--- config.mk ---
export PLATFORM = sky130hd
export DESIGN_NAME = utf8_strict_stream_validator_flat
export DESIGN_NICKNAME = d
export VERILOG_FILES = /design/src/rtl/core/u8sv_pkg.sv /design/src/rtl/core/u8sv_if.sv /design/src/rtl/core/u8sv_decode.sv /design/src/rtl/core/utf8_strict_stream_validator.sv /design/src/flat_wrapper.sv
export SDC_FILE = /design/constraint.sdc
export NUM_CORES = 1
export LEC_CHECK = 0
export ABC_CLOCK_PERIOD_IN_PS = 6100
export BUFFER_PORTS_ARGS = -buffer_cell sky130_fd_sc_hd__buf_2
export CAP_MARGIN = 10
export CELL_PAD_IN_SITES_DETAIL_PLACEMENT = 1
export CELL_PAD_IN_SITES_GLOBAL_PLACEMENT = 1
export CORE_ASPECT_RATIO = 1.1
export CORE_UTILIZATION = 50
export DETAILED_ROUTE_END_ITERATION = 10
export GPL_ROUTABILITY_DRIVEN = 0
export GPL_TIMING_DRIVEN = 0
export HOLD_SLACK_MARGIN = 0.15
export PLACE_DENSITY_LB_ADDON = 0.1
export REMOVE_ABC_BUFFERS = 1
export SLEW_MARGIN = 25
export SYNTH_ARGS = -nofsm -noshare
export SYNTH_HDL_FRONTEND = slang
export SYNTH_SLANG_ARGS = --single-unit
--- constraint.sdc ---
create_clock -name clk_i -period 6.1 [get_ports clk_i]
set_input_delay 1.22 -clock clk_i [delete_from_list [all_inputs] [get_ports clk_i]]
set_output_delay 1.22 -clock clk_i [all_outputs]
set_load 0.01 [all_outputs]
--- src/rtl/core/u8sv_pkg.sv ---
package u8sv_pkg;

  // Upper bound on the per-buffer scalar count, held to the 16-bit field.
  localparam longint unsigned MaxCount = 64'd65535;
  localparam logic [15:0] CountLimit =
    (MaxCount > 64'd65535) ? 16'hFFFF : 16'(MaxCount);

  // Smallest scalar allowed for each sequence length, and the legal ceiling.
  localparam logic [20:0] MinTwoByte   = 21'h00080;
  localparam logic [20:0] MinThreeByte = 21'h00800;
  localparam logic [20:0] MinFourByte  = 21'h10000;
  localparam logic [20:0] MaxScalar    = 21'h10FFFF;
  localparam logic [20:0] SurrogateLo  = 21'h0D800;
  localparam logic [20:0] SurrogateHi  = 21'h0DFFF;

  // First-error codes reported on every result.
  typedef enum logic [2:0] {
    ErrNone     = 3'd0,
    ErrNul      = 3'd1,
    ErrLead     = 3'd2,
    ErrCont     = 3'd3,
    ErrOverlong = 3'd4,
    ErrRange    = 3'd5,
    ErrTrunc    = 3'd6
  } err_e;

  // Decoder state carried from byte to byte within one buffer.
  typedef struct packed {
    logic [1:0]  bytes_remaining;
    logic [2:0]  sequence_length;
    logic [20:0] partial_scalar;
    logic        failed;
    err_e        first_error;
    logic [15:0] count_so_far;
  } state_t;

  // One input item.
  typedef struct packed {
    logic [7:0] data_byte;
    logic       last_byte;
  } in_t;

  // One result item.
  typedef struct packed {
    logic        scalar_valid;
    logic [20:0] scalar_value;
    logic        buffer_done;
    logic        buffer_ok;
    err_e        error_kind;
    logic [15:0] scalar_count;
  } out_t;

endpackage

--- src/rtl/core/u8sv_if.sv ---
// Byte channel into the validator.
interface u8sv_in_if;
  logic       valid;
  logic       ready;
  logic [7:0] data_byte;
  logic       last_byte;

  modport source (output valid, output data_byte, output last_byte, input ready);
  modport sink   (input valid, input data_byte, input last_byte, output ready);
endinterface

// Result channel out of the validator.
interface u8sv_out_if;
  logic        valid;
  logic        ready;
  logic        scalar_valid;
  logic [20:0] scalar_value;
  logic        buffer_done;
  logic        buffer_ok;
  logic [2:0]  error_kind;
  logic [15:0] scalar_count;

  modport source (output valid, output scalar_valid, output scalar_value,
                  output buffer_done, output buffer_ok, output error_kind,
                  output scalar_count, input ready);
  modport sink   (input valid, input scalar_valid, input scalar_value,
                  input buffer_done, input buffer_ok, input error_kind,
                  input scalar_count, output ready);
endinterface

--- src/rtl/core/u8sv_decode.sv ---
module u8sv_decode (
  input  u8sv_pkg::state_t cur_i,
  input  u8sv_pkg::in_t    item_i,
  output u8sv_pkg::state_t nxt_o,
  output u8sv_pkg::out_t   res_o
);

  // Record an error (only the first one sticks) and drop any open sequence.
  function automatic u8sv_pkg::state_t set_err(u8sv_pkg::state_t s, u8sv_pkg::err_e code);
    u8sv_pkg::state_t r;
    r = s;
    if (!s.failed) begin
      r.failed      = 1'b1;
      r.first_error = code;
    end
    r.bytes_remaining = 2'd0;
    r.sequence_length = 3'd0;
    r.partial_scalar  = 21'd0;
    return r;
  endfunction

  // Minimum scalar for a sequence of the given length.
  function automatic logic [20:0] lowest_legal(logic [2:0] len);
    logic [20:0] m;
    case (len)
      3'd2:    m = u8sv_pkg::MinTwoByte;
      3'd3:    m = u8sv_pkg::MinThreeByte;
      3'd4:    m = u8sv_pkg::MinFourByte;
      default: m = 21'd0;
    endcase
    return m;
  endfunction

  logic [7:0]  b;
  logic [20:0] acc;
  logic        scl_valid;
  logic [20:0] scl_value;
  u8sv_pkg::state_t st;

  assign b   = item_i.data_byte;
  assign acc = {cur_i.partial_scalar[14:0], b[5:0]};

  // Classify the byte against the current state and advance it.
  always_comb begin
    st        = cur_i;
    scl_valid = 1'b0;
    scl_value = 21'd0;
    if (!cur_i.failed) begin
      if (cur_i.bytes_remaining == 2'd0) begin
        if (b == 8'h00) begin
          st = set_err(st, u8sv_pkg::ErrNul);
        end else if (!b[7]) begin
          scl_valid = 1'b1;
          scl_value = {13'd0, b};
        end else if (b[7:5] == 3'b110) begin
          st.sequence_length = 3'd2;
          st.bytes_remaining = 2'd1;
          st.partial_scalar  = {16'd0, b[4:0]};
        end else if (b[7:4] == 4'b1110) begin
          st.sequence_length = 3'd3;
          st.bytes_remaining = 2'd2;
          st.partial_scalar  = {17'd0, b[3:0]};
        end else if (b[7:3] == 5'b11110) begin
          st.sequence_length = 3'd4;
          st.bytes_remaining = 2'd3;
          st.partial_scalar  = {18'd0, b[2:0]};
        end else begin
          st = set_err(st, u8sv_pkg::ErrLead);
        end
      end else if (b[7:6] != 2'b10) begin
        st = set_err(st, u8sv_pkg::ErrCont);
      end else begin
        st.partial_scalar  = acc;
        st.bytes_remaining = cur_i.bytes_remaining - 2'd1;
        if (cur_i.bytes_remaining == 2'd1) begin
          if (acc < lowest_legal(cur_i.sequence_length)) begin
            st = set_err(st, u8sv_pkg::ErrOverlong);
          end else if (acc > u8sv_pkg::MaxScalar ||
                       (acc >= u8sv_pkg::SurrogateLo && acc <= u8sv_pkg::SurrogateHi)) begin
            st = set_err(st, u8sv_pkg::ErrRange);
          end else begin
            scl_valid          = 1'b1;
            scl_value          = acc;
            st.sequence_length = 3'd0;
            st.partial_scalar  = 21'd0;
          end
        end
      end
      if (scl_valid && cur_i.count_so_far < u8sv_pkg::CountLimit) begin
        st.count_so_far = cur_i.count_so_far + 16'd1;
      end
    end
    // An open sequence at the end of the buffer is truncation.
    if (item_i.last_byte && !st.failed && st.bytes_remaining != 2'd0) begin
      st = set_err(st, u8sv_pkg::ErrTrunc);
    end
  end

  // Build the result, then clear all state at the buffer boundary.
  always_comb begin
    res_o.scalar_valid = scl_valid;
    res_o.scalar_value = scl_value;
    res_o.buffer_done  = item_i.last_byte;
    res_o.buffer_ok    = item_i.last_byte && !st.failed;
    res_o.error_kind   = st.first_error;
    res_o.scalar_count = st.count_so_far;
    nxt_o = item_i.last_byte ? '0 : st;
  end

endmodule

--- src/rtl/core/utf8_strict_stream_validator.sv ---
// Path: a byte is captured in the input register and decoded into the result
// register, where its result waits out any output stall.
// Throughput: one byte per cycle while the output is not stalled; decode and
// state update are combinational between the two registers.
// Reset: rst_ni is asynchronous, active low; it empties both registers and
// clears the decoder state to the start of a fresh buffer.
module utf8_strict_stream_validator (
  input  logic        clk_i,
  input  logic        rst_ni,
  u8sv_in_if.sink     in_i,
  u8sv_out_if.source  out_o
);

  logic             in_valid_q;
  u8sv_pkg::in_t    in_q;
  logic             out_valid_q;
  u8sv_pkg::out_t   out_q;
  u8sv_pkg::state_t state_q, state_d;
  u8sv_pkg::out_t   res;
  logic             advance;

  // The held byte moves on when the result register is free or being drained.
  assign advance    = in_valid_q && (!out_valid_q || out_o.ready);
  assign in_i.ready = !in_valid_q || advance;

  u8sv_decode u_decode (
    .cur_i  (state_q),
    .item_i (in_q),
    .nxt_o  (state_d),
    .res_o  (res)
  );

  // Control registers: stage occupancy and decoder state.
  always_ff @(posedge clk_i or negedge rst_ni) begin
    if (!rst_ni) begin
      in_valid_q  <= 1'b0;
      out_valid_q <= 1'b0;
      state_q     <= '0;
    end else begin
      if (in_i.ready) begin
        in_valid_q <= in_i.valid;
      end
      if (advance) begin
        out_valid_q <= 1'b1;
        state_q     <= state_d;
      end else if (out_o.ready) begin
        out_valid_q <= 1'b0;
      end
    end
  end

  // Payload registers.
  always_ff @(posedge clk_i) begin
    if (in_i.valid && in_i.ready) begin
      in_q.data_byte <= in_i.data_byte;
      in_q.last_byte <= in_i.last_byte;
    end
    if (advance) begin
      out_q <= res;
    end
  end

  // Drive the result channel.
  assign out_o.valid        = out_valid_q;
  assign out_o.scalar_valid = out_q.scalar_valid;
  assign out_o.scalar_value = out_q.scalar_value;
  assign out_o.buffer_done  = out_q.buffer_done;
  assign out_o.buffer_ok    = out_q.buffer_ok;
  assign out_o.error_kind   = 3'(out_q.error_kind);
  assign out_o.scalar_count = out_q.scalar_count;

`ifndef SYNTHESIS
  // A buffer reported as good never carries an error code.
  a_ok_no_error: assert property (@(posedge clk_i) disable iff (!rst_ni)
    out_valid_q && out_q.buffer_ok |-> out_q.error_kind == u8sv_pkg::ErrNone)
    else $error("buffer_ok with a nonzero error code");

  // A decoded scalar is never NUL, a surrogate or beyond the code space.
  a_scalar_legal: assert property (@(posedge clk_i) disable iff (!rst_ni)
    out_valid_q && out_q.scalar_valid |->
      out_q.scalar_value != 21'd0 && out_q.scalar_value <= u8sv_pkg::MaxScalar &&
      (out_q.scalar_value < u8sv_pkg::SurrogateLo ||
       out_q.scalar_value > u8sv_pkg::SurrogateHi))
    else $error("illegal scalar reported");

  // Processing the last byte of a buffer leaves the decoder state cleared.
  a_state_clears: assert property (@(posedge clk_i) disable iff (!rst_ni)
    advance && in_q.last_byte |=> state_q == '0)
    else $error("state not cleared after last byte");

  // Input stalls only when both registers are full and the output is stalled.
  a_stall_cause: assert property (@(posedge clk_i) disable iff (!rst_ni)
    !in_i.ready |-> in_valid_q && out_valid_q && !out_o.ready)
    else $error("input stalled without a full pipeline");
`endif

endmodule

--- src/flat_wrapper.sv ---
// flat-port wrapper written by rule: the top's interface ports become plain ports
module utf8_strict_stream_validator_flat 
  (clk_i, rst_ni, in_i_valid, in_i_data_byte, in_i_last_byte, in_i_ready, out_o_valid, out_o_scalar_valid, out_o_scalar_value, out_o_buffer_done, out_o_buffer_ok, out_o_error_kind, out_o_scalar_count, out_o_ready);
  u8sv_in_if in_i_i ();
  u8sv_out_if out_o_i ();
  input  logic clk_i;
  input  logic rst_ni;
  input wire logic [$bits(in_i_i.valid)-1:0] in_i_valid;
  input wire logic [$bits(in_i_i.data_byte)-1:0] in_i_data_byte;
  input wire logic [$bits(in_i_i.last_byte)-1:0] in_i_last_byte;
  output wire logic [$bits(in_i_i.ready)-1:0] in_i_ready;
  output wire logic [$bits(out_o_i.valid)-1:0] out_o_valid;
  output wire logic [$bits(out_o_i.scalar_valid)-1:0] out_o_scalar_valid;
  output wire logic [$bits(out_o_i.scalar_value)-1:0] out_o_scalar_value;
  output wire logic [$bits(out_o_i.buffer_done)-1:0] out_o_buffer_done;
  output wire logic [$bits(out_o_i.buffer_ok)-1:0] out_o_buffer_ok;
  output wire logic [$bits(out_o_i.error_kind)-1:0] out_o_error_kind;
  output wire logic [$bits(out_o_i.scalar_count)-1:0] out_o_scalar_count;
  input wire logic [$bits(out_o_i.ready)-1:0] out_o_ready;
  assign in_i_i.valid = in_i_valid;
  assign in_i_i.data_byte = in_i_data_byte;
  assign in_i_i.last_byte = in_i_last_byte;
  assign in_i_ready = in_i_i.ready;
  assign out_o_valid = out_o_i.valid;
  assign out_o_scalar_valid = out_o_i.scalar_valid;
  assign out_o_scalar_value = out_o_i.scalar_value;
  assign out_o_buffer_done = out_o_i.buffer_done;
  assign out_o_buffer_ok = out_o_i.buffer_ok;
  assign out_o_error_kind = out_o_i.error_kind;
  assign out_o_scalar_count = out_o_i.scalar_count;
  assign out_o_i.ready = out_o_ready;
  utf8_strict_stream_validator u_core (.clk_i(clk_i), .rst_ni(rst_ni), .in_i(in_i_i), .out_o(out_o_i));
endmodule
Word-level counts from Yosys, hierarchy flattened
Cells that the tools add are included.

Add/sub/neg operators: 2. Magnitude comparators: 5. Equality and inequality tests: 10. Multiplexer cells: 41. Reduce and logical (&&, ||, !) cells: 21.

Operators with widths (count): 2-to-1 mux 46 bit (9); 2-to-1 mux 21 bit (9); 2-to-1 mux 20 bit (4); 2-to-1 mux 26 bit (3); one-hot mux 17 bit (3 select lines) (1); >= comparator 21 x 16 -> 1 bit (second input constant) (1); > comparator 21 bit (second input constant) (1); <= comparator 21 x 16 -> 1 bit (second input constant) (1); less-than comparator 21 bit (1); adder 16 x 1 -> 16 bit (second input constant) (1); less-than comparator 16 bit (second input constant) (1); 2-to-1 mux 16 bit (1); 2-to-1 mux 7 bit (2); 2-to-1 mux 1 bit (10); zero test 8 bit (1); logical AND 1 bit (7); == test 3 x 2 -> 1 bit (second input constant) (2); == test 3 bit (second input constant) (2); == test 5 bit (second input constant) (1); != test 5 x 1 -> 1 bit (second input constant) (1); nonzero test 5 bit (1); == test 4 bit (second input constant) (1); zero test 1 bit (4); AND reduction 4 bit (1); 10 further kinds (13).

Register bits: 94. Bits of input ports: 13. Output and inout port bits: 45. Logic and storage cells: 95.

Longest topological paths before layout
Depth in word-level cells: 21. Gate-level depth with buffers: 12. Gate-level depth less buffers: 10.

By module
Synthesis repeated with hierarchy kept, for this count alone.

Cells, all modules: 453. Area, all modules: 5338.9 um^2.

By module, submodules not included: utf8_strict_stream_validator (instances 1, cells an instance 158, area an instance 3480.8 um^2, seq. area each 2762.6 um^2); u8sv_decode (instances 1, cells an instance 295, area an instance 1858.0 um^2, seq. area each 0.0 um^2).

Worst setup path before layout
OpenSTA, ideal clock, no wires.

Kind: input-to-reg. Start point: input out_o_ready. End point: register u_core.state_q[44] (netlist name). Setup time: 118 ps. Arrival: 3421 ps. Data required time: 5982 ps. Setup slack: 2561 ps. Stages: 6. Path buffers: 1. Cell sequence: nand2b_1 -> nand2_1 -> inv_1 -> clkbuf_1 -> o21ai_0 -> a21o_1.

Cells in the longest elaborated chain, start to end: 2.

Ends and longest elaborated chain: from (decl) (line flat_wrapper.sv:19) `input wire logic [$bits(out_o_i.ready)-1:0] out_o_ready;`; logical OR 1 bit (line utf8_strict_stream_validator.sv:23) `assign advance = in_valid_q && (!out_valid_q || out_o.ready);`; logical AND 1 bit (line utf8_strict_stream_validator.sv:23); net u_core.advance (line utf8_strict_stream_validator.sv:20) `logic advance;`; to (signal assigned) (line utf8_strict_stream_validator.sv:45) `state_q <= state_d;`; to (decl) (line utf8_strict_stream_validator.sv:18) `u8sv_pkg::state_t state_q, state_d;`.

The timed path passes the listed nets, and every way through them passes these cells. A chain may end at the register's enable or synchronous reset.

==> results.cfg <==
[global_route]
grt_antenna_before_repair = 0
largest_net_degree_at_the_start_of_global_routing = 57
gr-max-usage-layer = met2
overflow = 0
global_route.usage.met1 = 0.3115
grtUsageMet2 = 0.4287
groute.layer.met3.usage = 0.02729
grt_use_total = 0.2464
grt_pass1_vias = 3505
grt_first_pass_wirelength_um = 17860

[clocking]
cts_setup_buffers = 0
htree_num_levels = 3
postCtsHoldBufs = 0
cts.clk_slew.worst_paths_ns = 0.09
clk_latency_ns = 0.37
clk_sink_count = 94
postCtsResizedCells = 0
cts_inserted_buffers = 9
tritoncts = yes
cts_max_path_buffers = 2
clock_tree.root_cell = sky130_fd_sc_hd__clkbuf_8

[layout]
diodes_inserted = 0
nNetsFinal = 471
fin_util = 0.5724
layout.filler_cells = 962
post_route_cells_drive_above_1_share = 0.2074
area_of_the_multi_input_gates_um2 = 1799
synthToLayoutAreaGrowth_pct = 10.96
final_cell_count_no_fill = 572
layout.area.seq_um2 = 2613

[timing]
worst_clock_skew_on_the_final_layout_ns = 0.008407
timing.hold.ws_ns = 0.5262
slew_headroom = 0.3820
tightestPinTransition_ns = 0.9216
fmax_mhz = 238.7
drv_slew = 0
setup_tns_ns = 0
timing_hold_violations_final = 0
timing.final.ws_setup_ns = 1.911
final-setup-viol-count = 0
setup_repair_after_global_routing_missed_its_margin = false
clock_period_minus_worst_slack_ns = 4.189
layout_worst_path_cycle_share = 0.6867

[critical_path]
crit_path_end_kind = flip-flop
critPathLaunch = u_core.state_q[43]$_DFFE_PN0P_
rr_startpoint = u_core.state_q[43]$_DFFE_PN0P_
path_max_fanout = 26
critical_path_required_ns = 6.23
worst-setup-path-type = flip-flop to flip-flop
launching_element_type_of_the_critical_path = flip-flop
worst_ep_arrival_time_ns = 4.32

[floorplanning]
i_o_pin_total = 58
placement_rows = 36
floorplan.core_area_um2 = 8919
floorplan.initialDensity = 0.5159
design.die.area_um2 = 9589
die_h_um = 102.6
floorplan.die.width_um = 93.46

[drt]
dr_total_vias = 3475
routed_wirelength_um = 10930
detailedRoute.firstPassIterationCount = 4
detail_route.drc_violations = 0
drt.antenna.violating_nets = 0
detail_route.iter0.violations = 175
wl_per_cell_um = 19.10
viasPerCell = 6.075

[yosys]
syn-mean-instance-area_um2 = 11.30
netlist-cell-type-count = 60
synthArstFlopShare = 0.4468
synth_top_family_by_area = simple AND/OR/NAND/NOR gates
synth_simple_gate_area_share = 0.1964
synth_seq_cells = 94
synth.mux.area_fraction = 0.002448
synth-seq-area-share = 0.5679
yosys.area_share.xor_xnor = 0.02475
mappedNetlistArea_um2 = 4601
yosys_warnings = 0
synthCells = 407
synth-main-ff-cell = sky130_fd_sc_hd__edfxtp_1
fraction_of_the_mapped_netlist_area_in_adder_cells = 0.01360
synth_enable_flop_cells = 52
synth_compound_gate_area_share = 0.1534

[power]
powerDensity_nw_per_um2 = 334.9
ir_worst_vdd_mv = 0.1771
power.static_leakage_nw = 2.155

[flow_run]
max_cap_violations = 0

[place]
port_buffers = 57
place.detailed.hpwl_um = 7328
place_worst_setup_slack_ns = 1.920
placedCellCount = 555

[worst_hold_path]
worstHoldStart = u_core.state_q[42]$_DFFE_PN0P_
worst_min_delay_path_category = flip-flop to flip-flop

[status]
run_status = finished, final reports clean
[worst paths after layout]
check | endpoint | slack [ns] | cells after the start
hold / removal | u_core.state_q[42]$_DFFE_PN0P_ | 0.53 | 1
max in group asynchronous | u_core.state_q[13]$_DFFE_PN0P_ | 4.84 | 1
setup / recovery | u_core.out_o.scalar_count[1]$_DFFE_PP_ | 1.91 | 10
setup reg to reg | u_core.out_o.scalar_count[1]$_DFFE_PP_ | 1.91 | 10
hold reg to reg | u_core.state_q[42]$_DFFE_PN0P_ | 0.53 | 1
min in group asynchronous | u_core.state_q[22]$_DFFE_PN0P_ | 0.85 | 1
[routing by layer]
metal  vias up  wire length, um
met3        13              346
met2        69             5620
li1       1631                -
met4         0              207
met5         -                0
met1      1762             4752
[cell usage in the layout, fill, tap and decap left out, types with 2 or more instances in the layout]
cell type,n
sky130_fd_sc_hd__a211o_1,2
sky130_fd_sc_hd__nand3_1,13
sky130_fd_sc_hd__or4_1,2
sky130_fd_sc_hd__clkbuf_1,2
sky130_fd_sc_hd__a211oi_1,3
sky130_fd_sc_hd__xor2_1,7
sky130_fd_sc_hd__nand4_1,11
sky130_fd_sc_hd__dfrtp_1,42
sky130_fd_sc_hd__ha_1,5
sky130_fd_sc_hd__o41ai_1,2
sky130_fd_sc_hd__a21oi_1,14
sky130_fd_sc_hd__and3_1,16
sky130_fd_sc_hd__nand2_1,50
sky130_fd_sc_hd__inv_1,8
sky130_fd_sc_hd__o31ai_1,2
sky130_fd_sc_hd__a22o_1,12
sky130_fd_sc_hd__a21o_1,3
sky130_fd_sc_hd__or3_1,6
sky130_fd_sc_hd__clkbuf_8,10
sky130_fd_sc_hd__o211ai_1,10
sky130_fd_sc_hd__or3_4,2
sky130_fd_sc_hd__inv_2,2
sky130_fd_sc_hd__nor3_1,13
sky130_fd_sc_hd__o221ai_1,2
sky130_fd_sc_hd__a31oi_1,5
sky130_fd_sc_hd__a32o_1,4
sky130_fd_sc_hd__nor4_1,3
sky130_fd_sc_hd__buf_2,56
sky130_fd_sc_hd__nor2b_1,4
sky130_fd_sc_hd__and2_1,9
sky130_fd_sc_hd__o311ai_0,5
sky130_fd_sc_hd__xnor2_1,6
sky130_fd_sc_hd__a221o_1,5
sky130_fd_sc_hd__and3_2,6
sky130_fd_sc_hd__edfxtp_1,52
sky130_fd_sc_hd__nand2b_1,5
sky130_fd_sc_hd__nor2_1,16
sky130_fd_sc_hd__o21ai_0,13
[per-stage QoR]
step,power [mW],cell area (um^2)
floorplan,1.147,4451
global placement,1.279,4878
detailed placement,1.304,4883
CTS,1.714,5075
global route,1.800,5105
finish,1.710,5105
[cells by family (layout without fill, tap and decap cells)]
group                      after synthesis  after routing
adders and majority gates                5              5
muxes                                    1              1
and+or+nand+nor                        167            167
DFF                                     94             94
AOI/OAI and AO/OA                       93             93
buffers and inverters                   34             85
xor gates and xnor gates                13             13
[layout make-up]
class	instances	share of cell area
repair buffers	58	0.06176
multi-input cells	279	0.3525
clock buffers	12	0.02843
clock inverters	4	0.009069
well taps	114	0.02794
flip-flops and latches	94	0.5118
inverters	11	0.008578
[worst max-delay path: stages, from the launching register on]
cell	delay (ns)
sky130_fd_sc_hd__dfrtp_1	0.41
sky130_fd_sc_hd__nor2b_1	0.17
sky130_fd_sc_hd__nand2_1	0.09
sky130_fd_sc_hd__ha_1	0.17
sky130_fd_sc_hd__or4_1	0.38
sky130_fd_sc_hd__o21ai_0	0.25
sky130_fd_sc_hd__nand3_1	0.49
sky130_fd_sc_hd__a21boi_2	0.91
sky130_fd_sc_hd__inv_2	0.44
sky130_fd_sc_hd__nand2_1	0.28
sky130_fd_sc_hd__mux2_2	0.36
[synth_stat cells (8+ instances only)]
library cell / instances / area (um^2)
sky130_fd_sc_hd__nand2_1: 51 / 191.4
sky130_fd_sc_hd__o211ai_1: 10 / 75.07
sky130_fd_sc_hd__edfxtp_1: 52 / 1562
sky130_fd_sc_hd__nor2_1: 16 / 60.06
sky130_fd_sc_hd__a22o_1: 12 / 105.1
sky130_fd_sc_hd__inv_1: 9 / 33.78
sky130_fd_sc_hd__nor3_1: 13 / 65.06
sky130_fd_sc_hd__nand3_1: 13 / 65.06
sky130_fd_sc_hd__dfrtp_1: 42 / 1051
sky130_fd_sc_hd__buf_6: 8 / 90.09
sky130_fd_sc_hd__and2_1: 9 / 56.30
sky130_fd_sc_hd__clkbuf_1: 14 / 52.55
sky130_fd_sc_hd__and3_1: 16 / 100.1
sky130_fd_sc_hd__nand4_1: 11 / 68.82
sky130_fd_sc_hd__o21ai_0: 13 / 65.06
sky130_fd_sc_hd__a21oi_1: 14 / 70.07
[flip-flops by register name (all words and copies together), names as in the netlist]
signal,cells
u_core.in_valid_q,1
u_core.in_q,9
u_core.out_o.scalar_count,16
u_core.out_o.scalar_value,21
u_core.out_o.valid,1
u_core.out_o.buffer_ok,1
u_core.state_q,40
u_core.out_o.scalar_valid,1
u_core.out_o.error_kind,3
u_core.out_o.buffer_done,1
[power breakdown]
group | internal (mW) | leakage (nW) | total [mW] | switching, mW
clock | 0.199 | 0.0940 | 0.415 | 0.216
combinational | 0.152 | 0.996 | 0.409 | 0.257
sequential | 0.787 | 1.06 | 0.886 | 0.0983
Power figures use the tool's default switching activity.
